$ cat src/rtl/bda_pkg.sv
// shared constants and state type for the binary to decimal ascii converter
`default_nettype none

package bda_pkg;

    localparam int NUM_WIDTH          = 31;
    localparam int CHAR_WIDTH         = 6;
    localparam int BIT_CNT_W          = $clog2(NUM_WIDTH);
    localparam int MAX_DIGITS_DEFAULT = 10;
    localparam int DIGIT_SLOTS        = 10;

    localparam logic [CHAR_WIDTH-1:0] ASCII_ZERO = 6'h30;

    typedef enum logic [1:0] {
        ST_IDLE,
        ST_CONV,
        ST_EMIT
    } state_t;

endpackage

`default_nettype wire

$ cat src/rtl/binary_to_decimal_ascii.sv
// binary to decimal ascii converter, shift-and-add-3 then digit emission
//
//  channel   | ports                        | handshake
//  ----------+------------------------------+----------------------------------
//  input     | number_in                    | taken on start high, busy low
//  result    | digit_char, is_last          | one cycle each, marked by strobe
//
// a word is shifted in one input bit per conversion cycle, then MAX_DIGITS digits
// (held to 1..10) are emitted, most significant digit first; busy is high through
// conversion and emission, so a new word is taken only after the last one is done
// leading zero digits still take their emission cycle but give no strobe; each digit
// shows in the cycle after its emission cycle, the final one as busy falls
// rst_n clears control state at once, busy is low after reset; the receiver cannot stall
`default_nettype none

module binary_to_decimal_ascii #(
    parameter int MAX_DIGITS = bda_pkg::MAX_DIGITS_DEFAULT
) (
    input  wire logic                            clk,
    input  wire logic                            rst_n,
    input  wire logic                            start,
    output logic                                 busy,
    input  wire logic [bda_pkg::NUM_WIDTH-1:0]   number_in,
    output logic                                 strobe,
    output logic      [bda_pkg::CHAR_WIDTH-1:0]  digit_char,
    output logic                                 is_last
);

    localparam int DIGITS = (MAX_DIGITS > bda_pkg::DIGIT_SLOTS) ? bda_pkg::DIGIT_SLOTS
                          : ((MAX_DIGITS < 1) ? 1 : MAX_DIGITS);
    localparam int BCD_W  = DIGITS * 4;
    localparam int DCNT_W = $clog2(DIGITS + 1);

    bda_pkg::state_t state_reg, state_next;

    logic [bda_pkg::NUM_WIDTH-1:0]  bin_reg, bin_next;
    logic [BCD_W-1:0]               bcd_reg, bcd_next;
    logic [bda_pkg::BIT_CNT_W-1:0]  bit_cnt_reg, bit_cnt_next;
    logic [DCNT_W-1:0]              dig_cnt_reg, dig_cnt_next;
    logic                           started_reg, started_next;
    logic                           strobe_reg, strobe_next;
    logic [bda_pkg::CHAR_WIDTH-1:0] digit_char_reg, digit_char_next;
    logic                           is_last_reg, is_last_next;

    logic [BCD_W-1:0] bcd_adj;
    logic [3:0]       top_digit;
    logic             last_digit;
    logic             conv_done;

    // add 3 to every digit of five or more before the shift
    always_comb
    begin
        logic [3:0] d;
        d = '0;
        for (int i = 0; i < DIGITS; i++)
        begin
            d = bcd_reg[i*4 +: 4];
            bcd_adj[i*4 +: 4] = (d >= 4'd5) ? d + 4'd3 : d;
        end
    end

    assign top_digit  = bcd_reg[BCD_W-1 -: 4];
    assign last_digit = (dig_cnt_reg == DCNT_W'(1));
    assign conv_done  = (bit_cnt_reg == bda_pkg::BIT_CNT_W'(bda_pkg::NUM_WIDTH - 1));

    // next state
    always_comb
    begin
        state_next = state_reg;
        case (state_reg)
            bda_pkg::ST_IDLE:
            begin
                if (start)
                    state_next = bda_pkg::ST_CONV;
            end
            bda_pkg::ST_CONV:
            begin
                if (conv_done)
                    state_next = bda_pkg::ST_EMIT;
            end
            bda_pkg::ST_EMIT:
            begin
                if (last_digit)
                    state_next = bda_pkg::ST_IDLE;
            end
            default:
            begin
                state_next = bda_pkg::ST_IDLE;
            end
        endcase
    end

    // datapath and outputs
    always_comb
    begin
        bin_next        = bin_reg;
        bcd_next        = bcd_reg;
        bit_cnt_next    = bit_cnt_reg;
        dig_cnt_next    = dig_cnt_reg;
        started_next    = started_reg;
        strobe_next     = 1'b0;
        digit_char_next = digit_char_reg;
        is_last_next    = is_last_reg;
        case (state_reg)
            bda_pkg::ST_IDLE:
            begin
                if (start)
                begin
                    bin_next     = number_in;
                    bcd_next     = '0;
                    bit_cnt_next = '0;
                end
            end
            bda_pkg::ST_CONV:
            begin
                bcd_next     = {bcd_adj[BCD_W-2:0], bin_reg[bda_pkg::NUM_WIDTH-1]};
                bin_next     = {bin_reg[bda_pkg::NUM_WIDTH-2:0], 1'b0};
                bit_cnt_next = bit_cnt_reg + 1'b1;
                if (conv_done)
                begin
                    dig_cnt_next = DCNT_W'(DIGITS);
                    started_next = 1'b0;
                end
            end
            bda_pkg::ST_EMIT:
            begin
                // skip leading zeros, but always give the final digit
                strobe_next     = started_reg || (top_digit != 4'd0) || last_digit;
                digit_char_next = bda_pkg::ASCII_ZERO + {2'b00, top_digit};
                is_last_next    = last_digit;
                started_next    = strobe_next;
                bcd_next        = bcd_reg << 4;
                dig_cnt_next    = dig_cnt_reg - 1'b1;
            end
            default:
            begin
                strobe_next = 1'b0;
            end
        endcase
    end

    always_ff @(posedge clk or negedge rst_n)
    begin
        if (!rst_n)
        begin
            state_reg   <= bda_pkg::ST_IDLE;
            bit_cnt_reg <= '0;
            dig_cnt_reg <= '0;
            started_reg <= 1'b0;
            strobe_reg  <= 1'b0;
        end
        else
        begin
            state_reg   <= state_next;
            bit_cnt_reg <= bit_cnt_next;
            dig_cnt_reg <= dig_cnt_next;
            started_reg <= started_next;
            strobe_reg  <= strobe_next;
        end
    end

    always_ff @(posedge clk)
    begin
        bin_reg        <= bin_next;
        bcd_reg        <= bcd_next;
        digit_char_reg <= digit_char_next;
        is_last_reg    <= is_last_next;
    end

    assign busy       = (state_reg != bda_pkg::ST_IDLE);
    assign strobe     = strobe_reg;
    assign digit_char = digit_char_reg;
    assign is_last    = is_last_reg;

`ifndef SYNTHESIS
    a_strobe_from_emit: assert property (@(posedge clk) disable iff (!rst_n)
        strobe_reg |-> $past(state_reg == bda_pkg::ST_EMIT))
        else $error("digit strobe without emission");

    a_last_ends_word: assert property (@(posedge clk) disable iff (!rst_n)
        (strobe_reg && is_last_reg) |-> (state_reg == bda_pkg::ST_IDLE))
        else $error("final digit while still busy");

    a_digit_range: assert property (@(posedge clk) disable iff (!rst_n)
        strobe_reg |-> (digit_char_reg >= bda_pkg::ASCII_ZERO &&
                        digit_char_reg <= bda_pkg::ASCII_ZERO + 6'd9))
        else $error("digit out of decimal range");

    a_start_conv: assert property (@(posedge clk) disable iff (!rst_n)
        (start && !busy) |=> (state_reg == bda_pkg::ST_CONV && bit_cnt_reg == '0))
        else $error("accepted word did not start conversion");
`endif

endmodule

`default_nettype wire
$ cat config.mk
export PLATFORM = sky130hd
export DESIGN_NAME = binary_to_decimal_ascii
export DESIGN_NICKNAME = d
export VERILOG_FILES = /design/src/rtl/bda_pkg.sv /design/src/rtl/binary_to_decimal_ascii.sv
export SDC_FILE = /design/constraint.sdc
export NUM_CORES = 1
export LEC_CHECK = 0
export ABC_AREA = 0
export BUFFER_PORTS_ARGS = -buffer_cell sky130_fd_sc_hd__buf_2
export CAP_MARGIN = 10
export CELL_PAD_IN_SITES_DETAIL_PLACEMENT = 1
export CELL_PAD_IN_SITES_GLOBAL_PLACEMENT = 1
export CORE_UTILIZATION = 35
export CTS_CLUSTER_DIAMETER = 150
export DETAILED_ROUTE_END_ITERATION = 8
export PLACE_DENSITY = 0.59
export SLEW_MARGIN = 20
export SYNTH_ARGS = -nofsm -noshare
export SYNTH_HDL_FRONTEND = slang
export SYNTH_SLANG_ARGS = --single-unit
$ cat constraint.sdc
create_clock -name clk -period 3.2 [get_ports clk]
set_input_delay 0.16 -clock clk [delete_from_list [all_inputs] [get_ports clk]]
set_output_delay 0.16 -clock clk [all_outputs]
set_load 0.005 [all_outputs]
==> results.sh <==
export IMPL_wl_per_cell_um=14.8
export IMPL_grt_max_degree=40
export IMPL_synth_async_sr_flop_share_pct=14.6
export IMPL_rows=42
export IMPL_ys_types=38
export IMPL_area_growth_pct=14.6
export IMPL_max_cap_violations=0
export IMPL_dp_cells=607
export IMPL_grt_pass1_vias=3324
export IMPL_drv_slew=0
export IMPL_synth_area_leaders="edfxtp_1 48%, mux2_2 8.8%, ha_1 7.6%"
export IMPL_dr_first_iter_drc_count=138
export IMPL_post_route_drc_count=0
export IMPL_whs_ns=0.113
export IMPL_irDropWorstVdd_mv=0.362
export IMPL_final_cell_count_no_fill=624
export IMPL_hold_buffers=1
export IMPL_path_clk_slew_ns=0.07
export IMPL_yosysSeqAreaShare_pct=54.9
export IMPL_required_ns=3.23
export IMPL_place_congestion=0.744
export IMPL_final_setup_tns_ns=0
export IMPL_mostFrequentLayoutCells="76 x edfxtp_1, 45 x nand2_1, 40 x buf_2"
export IMPL_power_per_cell_area_mw_per_mm2=980
export IMPL_yosys_most_used_dff="edfxtp_1"
export IMPL_cts_made_buffers=9
export IMPL_clock_latency_ns=0.35
export IMPL_synth_top_cell_area_share_pct=48.0
export IMPL_syn_avg_cell_area_um2=11.9
export IMPL_cts_root_buf="clkbuf_16"
export IMPL_final_min_clock_period_ns=1.97
export IMPL_drtAntennaViolNets=0
export IMPL_overflow=0
export IMPL_cts_sinks=89
export IMPL_worstSetupPathType="reg -> reg"
export IMPL_nets=506
export IMPL_ios=43
export IMPL_num_vias=3069
export IMPL_arrival_ns=2.00
export IMPL_multiInputGateArea_mm2=0.00197
export IMPL_synth_edf_count=76
export IMPL_worst_setup_path_start_kind="register"
export IMPL_leakagePower_nw=2.10
export IMPL_register_area_mm2=0.00261
export IMPL_setup_violations=0
export IMPL_hpwl_mm=6.35
export IMPL_status="finished clean"
export IMPL_htree_levels=3
export IMPL_antenna_found_initial=1
export IMPL_largest_reg_flops=40
export IMPL_hp_class="in -> reg"
export IMPL_fillCellCount=1454
export IMPL_total_power_w=0.00533
export IMPL_rsz0062_at_grt="no"
export IMPL_coreArea_mm2=0.0132
export IMPL_drt_wl_total_mm=9.23
export IMPL_cp_max_fo=18
export IMPL_die_x_um=119
export IMPL_fmax_mhz=506
export IMPL_worst_slew_pin_slew_ns=0.550
export IMPL_post_route_period_util_pct=61.7
export IMPL_syn_area_mm2=0.00475
export IMPL_clockBufferDepth=2
export IMPL_vias_per_cell=4.92
export IMPL_cts_tree="built"
export IMPL_cts_setup_buffers=0
export IMPL_setup_ws_ns=1.23
export IMPL_layout_drive_gt1_share_pct=23.4
export IMPL_ys_seq_elements=89
export IMPL_die_area_mm2=0.0140
export IMPL_yosysWarningCount=0
export IMPL_initial_utilization_pct=35.9
export IMPL_grt_usage_pct=14.4
export IMPL_place_ws_ns=1.19
export IMPL_syn_inst=399
export IMPL_die_h_um=119
export IMPL_diodes=0
export IMPL_portBuffers=40
export IMPL_worstSetupEndpointType="register"
export IMPL_firstDrtPassIters=4
export IMPL_slew_headroom_pct=63.3
export IMPL_clock_skew_ns=0.00678
export IMPL_final_common_cell="edfxtp_1"
export IMPL_hold_violations=0
export IMPL_synth_top_area_cell="edfxtp_1"
export IMPL_grt_first_pass_wirelength_mm=15.8
export IMPL_cts_resized=0
[worst max-delay path, cell delays in order, from the launching register on]
cell and delay (ns):
dfrtp_1 0.41, inv_1 0.08, ha_1 0.26, inv_1 0.15
nor2_1 0.10, nor2_4 0.31, buf_4 0.35
[final timing paths]
kind	endpoint	slack (ns)	start	cells after the start
max in group asynchronous	started_reg	2.73	rst_n	2
setup / recovery	bcd_reg[25]	1.23	state_reg[0]	6
hold reg to reg	digit_char[1]	0.47	bcd_reg[37]	0
min in group asynchronous	bit_cnt_reg[1]	0.23	rst_n	2
setup reg to reg	bcd_reg[25]	1.23	state_reg[0]	6
hold / removal	bin_reg[25]	0.11	number_in[25]	2
[cell type report]
cell class | instances | share of cell area (%)
clock inverters | 7 | 0.989
inverters | 29 | 2.00
flip-flops and latches | 89 | 47.9
well taps | 176 | 4.05
repair buffers | 47 | 4.69
multi-input cells | 267 | 36.2
clock buffers | 9 | 4.14
[layer usage]
metal | vias up | track usage, % | routed length [µm]
met5 | - | 0 | 0
met4 | 0 | 5.22 | 142
met3 | 13 | 3.76 | 298
met2 | 34 | 23.8 | 4510
met1 | 1507 | 18.2 | 4280
li1 | 1515 | - | -
[through the flow]
stage | util [%] | area [µm²]
finish | 41.1 | 5440
global route | 41.1 | 5440
CTS | 41.1 | 5440
detailed placement | 38.9 | 5150
global placement | 38.9 | 5150
floorplan | - | 4750
[report_power, final]
part,switching (W),internal [W],total (W)
Clock,0.000478,0.000535,0.00101
Sequential,0.000339,0.00197,0.00231
Combinational,0.00115,0.000861,0.00201
Total,0.00197,0.00336,0.00533
[kinds of logic after synthesis]
group / after synthesis / share of synthesized area (%)
buffers and inverters: 44 / 3.90
muxes: 40 / 9.67
other: 1 / 0.0789
xor gates and xnor gates: 18 / 3.32
adders and majority gates: 29 / 7.64
DFF: 89 / 54.9
and+or+nand+nor: 93 / 9.69
AOI/OAI and AO/OA: 85 / 10.8
[cell usage after synthesis (7+ instances only)]
cell type / n
nor3b_1: 10
inv_1: 29
a21oi_1: 24
xor2_1: 7
o31ai_1: 7
nand2_1: 45
dfrtp_1: 13
o21ai_0: 39
ha_1: 29
mux2_2: 37
xnor2_1: 11
buf_2: 10
edfxtp_1: 76
nor2_1: 10
nand2b_1: 13
Power figures use the tool's default switching activity.
